<file path="src/sv/psu_pkg.sv">
// Shared constants, types and codes for the PNG scanline unfilter block.
package psu_pkg;

    localparam int MAX_ROW_BYTES = 8192;
    localparam int ADDR_W        = $clog2(MAX_ROW_BYTES);
    localparam int COL_W         = $clog2(MAX_ROW_BYTES + 1);
    localparam int CFG_W         = 14;
    localparam int DIST_W        = 4;
    localparam int RING_DEPTH    = 8;
    localparam int SLOT_W        = $clog2(RING_DEPTH);
    localparam int DIV_CNT_W     = $clog2(ADDR_W);
    localparam int CFG_IDX_W     = 1;

    localparam logic [CFG_IDX_W-1:0] CFG_ROW_BYTES   = 1'd0;
    localparam logic [CFG_IDX_W-1:0] CFG_PIXEL_BYTES = 1'd1;

    typedef enum logic [2:0] {
        FILT_NONE  = 3'd0,
        FILT_SUB   = 3'd1,
        FILT_UP    = 3'd2,
        FILT_AVG   = 3'd3,
        FILT_PAETH = 3'd4
    } t_filter;

    typedef struct packed {
        logic              busy;
        logic              done;
        logic [SLOT_W-1:0] rem;
    } t_div_stat;

endpackage

</file>
<file path="src/sv/psu_slot_div.sv">
// Bit-serial remainder unit: column modulo pixel distance, one bit per cycle.
module psu_slot_div
    import psu_pkg::*;
(
    input  logic              i_clk,
    input  logic              i_rst_n,
    input  logic              i_start,
    input  logic [ADDR_W-1:0] i_x,
    input  logic [DIST_W-1:0] i_dist,
    output t_div_stat         o_stat
);

    logic                 r_busy;
    logic                 r_done;
    logic [DIV_CNT_W-1:0] r_cnt;
    logic [ADDR_W-1:0]    r_x;
    logic [DIST_W-1:0]    r_dist;
    logic [SLOT_W-1:0]    r_rem;
    logic [SLOT_W:0]      trial;
    logic [SLOT_W:0]      n_rem;

    always_comb begin
        trial = {r_rem, r_x[ADDR_W-1]};
        if (trial >= (SLOT_W+1)'(r_dist)) begin
            n_rem = trial - (SLOT_W+1)'(r_dist);
        end else begin
            n_rem = trial;
        end
    end

    always_ff @(posedge i_clk) begin
        if (!i_rst_n) begin
            r_busy <= 1'b0;
            r_done <= 1'b0;
            r_cnt  <= '0;
        end else begin
            r_done <= 1'b0;
            if (i_start) begin
                r_busy <= 1'b1;
                r_cnt  <= DIV_CNT_W'(ADDR_W - 1);
            end else if (r_busy) begin
                r_cnt <= r_cnt - 1'b1;
                if (r_cnt == '0) begin
                    r_busy <= 1'b0;
                    r_done <= 1'b1;
                end
            end
        end
    end

    always_ff @(posedge i_clk) begin
        if (i_start) begin
            r_x    <= i_x;
            r_dist <= i_dist;
            r_rem  <= '0;
        end else if (r_busy) begin
            r_x   <= {r_x[ADDR_W-2:0], 1'b0};
            r_rem <= n_rem[SLOT_W-1:0];
        end
    end

    assign o_stat.busy = r_busy;
    assign o_stat.done = r_done;
    assign o_stat.rem  = r_rem;

endmodule

</file>
<file path="config.mk">
export PLATFORM = sky130hd
export DESIGN_NAME = psu_slot_div
export DESIGN_NICKNAME = d
export VERILOG_FILES = /design/src/sv/psu_pkg.sv /design/src/sv/psu_slot_div.sv
export SDC_FILE = /design/constraint.sdc
export NUM_CORES = 1
export LEC_CHECK = 0
export BUFFER_PORTS_ARGS = -buffer_cell sky130_fd_sc_hd__buf_2
export CAP_MARGIN = 20
export CORE_MARGIN = 3
export CORE_UTILIZATION = 36
export CTS_BUF_LIST = sky130_fd_sc_hd__clkbuf_8
export DETAILED_ROUTE_END_ITERATION = 7
export GPL_ROUTABILITY_DRIVEN = 1
export PLACE_DENSITY_LB_ADDON = 0.15
export SYNTH_ARGS = -nofsm -noshare
export SYNTH_HDL_FRONTEND = slang
export SYNTH_SLANG_ARGS = --single-unit
</file>
<file path="constraint.sdc">
create_clock -name i_clk -period 1.7 [get_ports i_clk]
set_input_delay 0.34 -clock i_clk [delete_from_list [all_inputs] [get_ports i_clk]]
set_output_delay 0.34 -clock i_clk [all_outputs]
set_load 0.005 [all_outputs]
</file>
==> summary.md <==
| Metric | Value |
|---|---|
| Top cells by area, synth | edfxtp_1 (40%), dfxtp_1 (14%), mux2_2 (11%) |
| Critical Path Start Type | flip-flop |
| Crit-path cells | inv_1 > ha_2 > fa_2 > a21boi_4 > o21a_1 > o311ai_1 |
| GRT Resource Usage Total | a little over a tenth |
| Synth top area share | 40.2% |
| Chip Height | 65.4 um |
| Slew Viols, Final | 0 |
| Final Critical Period | about 1.6 ns |
| Hold_ws | 0.243 ns |
| Synth Register Bits | 26 |
| Clock Tree Buf Depth | 2 |
| DR pass1 iterations | 4 |
| Die Footprint | 4270 um^2 |
| Post-synth ARST share | 0% |
| Reg2Reg Setup Slack | 0.08 ns |
| Setup violators final | 0 |
| Core area | 3200 um^2 |
| CP peak stage delay | 0.35 ns |
| GP Congestion | 0.791 |
| Crit path from | r_x[12]$_DFFE_PP_ |
| DRC Markers | 0 |
| Number of global-route vias before repair | 774 |
| Most common flop cell mapped by yosys | edfxtp_1 |
| First-pass GRT wire length | approximately 3500 um |
| Largest net degree at the start of global routing | 22 |
| Buffers on Ports | 24 |
| Rel. slew slack | 70.4% |
| Most frequent cell after synthesis | edfxtp_1 |
| Max Cap Violations | 0 |
| Cell taking the most area after synthesis | edfxtp_1 |
| Synth cell types | 26 |
| Ports | 25 |
| Final period util | 95.6% |
| Initial antenna violation count | 0 |
| Inserted Diodes | 0 |
| Power Dens Cells | 897 nW/um^2 |
| Clock transition at path regs | 0.09 ns |
| Yosys warning total | 0 |
| Area Overhead vs Synth | 17.7% |
| RSZ-0062 raised after global routing | true |
| Final nets | roughly 150 |
| Die X-Extent | ~65 um |
| Worst Setup EP | r_rem[0]$_SDFFE_PP0P_ |
| Crit Path Max Fanout | 4 |
| Gr ovfl total | 0 |
| H-tree depth | 1 |
| Drt total wl | 2070 um |
| Pleak | between 0.6 and 0.7 nW |
| # fillers | 324 |
| Initial drt markers | 20 |
| Slew @ Worst Pin | 0.443 ns |
| Fraction of the yosys area taken by sequential cells | 54.4% |
| Layout Skew | 0.00392 ns |
| CP Capture Type | flip-flop |
| Slowest-stage cell, CP | edfxtp_1 |
| Reg2Reg Launch Point | r_x[12]$_DFFE_PP_ |
| Num CTS Buffers | 3 |
| Post-Syn Instances | 91 |
| Sink Count | 26 |
| Syn Std Cell Area | 1270 um^2 |
| Worst Path Class, Setup | flip-flop to flip-flop |
| Post-route ant nets | 0 |
| Worst VDD drop | between 0.5 and 0.6 mV |
| Starting Density | between 30% and 40% |
| Worst path required time | ~1.9 ns |
| Clk_lat worst skew | 0.27 ns |
| Post-synthesis net count | 118 |
| Worst r2r path cells | 6 |
| CTS tree | yes |
| Final hold vios | 0 |
| Critical Path AT | 1.80 ns |
| WL/cell | 12.7 um |
| Classification of the worst-slack hold path | primary input to flip-flop |
| Post-synth EDFFs | 17 |
| Final Total Pwr | between 1 and 1.5 mW |
| Via Count | 767 |
| Share of layout cells above drive strength 1 | 42.9% |
| Post-DP HPWL | around 1600 um |
| Vias per cell | 4.71 |
| Root Buffer | clkbuf_8 |
| Run status | completed |
| Most frequent cells after synthesis | edfxtp_1 (17), mux2_2 (12), dfxtp_1 (9), inv_1 (8), ha_1 (6) |
| Min-delay src | i_dist[2] |
| Number of cell rows | 20 |
| Hold buffer count at CTS | 0 |
| Reg2Reg Capture Point | r_rem[0]$_SDFFE_PP0P_ |
| Max Freq | 616 MHz |
| Synth Area per Inst | 13.9 um^2 |
[worst min path at each step]
stage | endpoint | slack, ns | cells after the start
after floorplan | r_dist[0]$_DFFE_PP_ | 0.44 | 0
after global placement | r_rem[2]$_SDFFE_PP0P_ | 0.50 | 2
after detailed placement | r_dist[1]$_DFFE_PP_ | 0.52 | 1
after CTS | r_dist[1]$_DFFE_PP_ | 0.24 | 1
after global routing | r_dist[3]$_DFFE_PP_ | 0.23 | 1
final | r_dist[2]$_DFFE_PP_ | 0.24 | 1
[worst max-delay path: cells and delay by family, from the launching register on]
kind / cells / cell delay, ns
compound gates: 3 / 0.64
fa+ha+maj: 2 / 0.52
flops: 1 / 0.35
buf+inv: 1 / 0.05
[logic make-up after synthesis]
logic type / Yosys count / synth area share, %
flops: 26 / 54.4
simple gates: 15 / 7.99
compound gates: 14 / 10.2
buf+inv: 13 / 6.51
mux: 12 / 10.7
fa+ha+maj: 7 / 7.49
xor+xnor: 4 / 2.76
[cell type report]
type                            instances  area (um^2)  area share [%]
Timing Repair Buffer                   29          170            11.4
Inverter                                8         30.0            2.01
Clock buffer                            3         41.3            2.77
Multi-Input combinational cell         52          500            33.5
Sequential cell                        26          692            46.4
Tap cell                               44         55.1            3.69
Clock inverter                          1         3.75           0.251
[flip-flops by register name (all words and copies together), names as in the netlist]
signal,flops
r_busy,1
r_dist,4
r_rem,3
r_cnt,4
r_done,1
r_x,13
[cell usage in the layout, fill, tap and decap left out, types with 2 or more instances in the layout]
master     count
buf_2         24
buf_4          4
clkbuf_8       3
dfxtp_1        8
edfxtp_1      17
ha_1           5
inv_1          9
mux2_2        12
nand2_1        5
nand2b_1       2
nor2_1         3
o2111ai_1      3
o21a_1         5
o311ai_1       2
xnor2_1        2
xor2_1         2
[metal layers]
layer | up-vias | part of all wire (%) | routed length (um) | track usage (%)
met1 | 364 | 42 | 860 | 12.3
met2 | 19 | 51 | 1060 | 18.7
met3 | 2 | 6.6 | 137 | 4.10
met4 | 0 | 0.92 | 19 | 3.11
li1 | 382 | - | - | -
met5 | - | 0 | 0 | 0
[power by group]
part,leakage [nW],total [mW],switching [mW],internal (mW)
Combinational,0.340,0.227,0.104,0.123
Clock,0.0269,0.347,0.185,0.162
Sequential,0.245,0.765,0.0278,0.737
[what timing repair did]
item                                    in CTS  in global routing
buffers inserted                             0                  2
pin swaps                                    0                  2
gates resized for setup                      1                  2
endpoints found under the setup margin       1                  3
[stage by stage]
| stage | instances | util (%) | setup WS (ns) | instance area, um^2 | TNS, ns |
|---|---|---|---|---|---|
| global placement | 157 | 44.5 | 0.0530 | 1430 | 0 |
| floorplan | 91 | - | 0.0945 | 1270 | 0 |
| global route | 163 | 46.6 | -0.0114 | 1490 | -0.0114 |
| finish | 163 | 46.6 | 0.0754 | 1490 | 0 |
| detailed placement | 157 | 44.5 | 0.0154 | 1430 | 0 |
| CTS | 161 | 46.0 | 0.0486 | 1470 | 0 |
No activity file was read; power rests on OpenSTA's default activity.
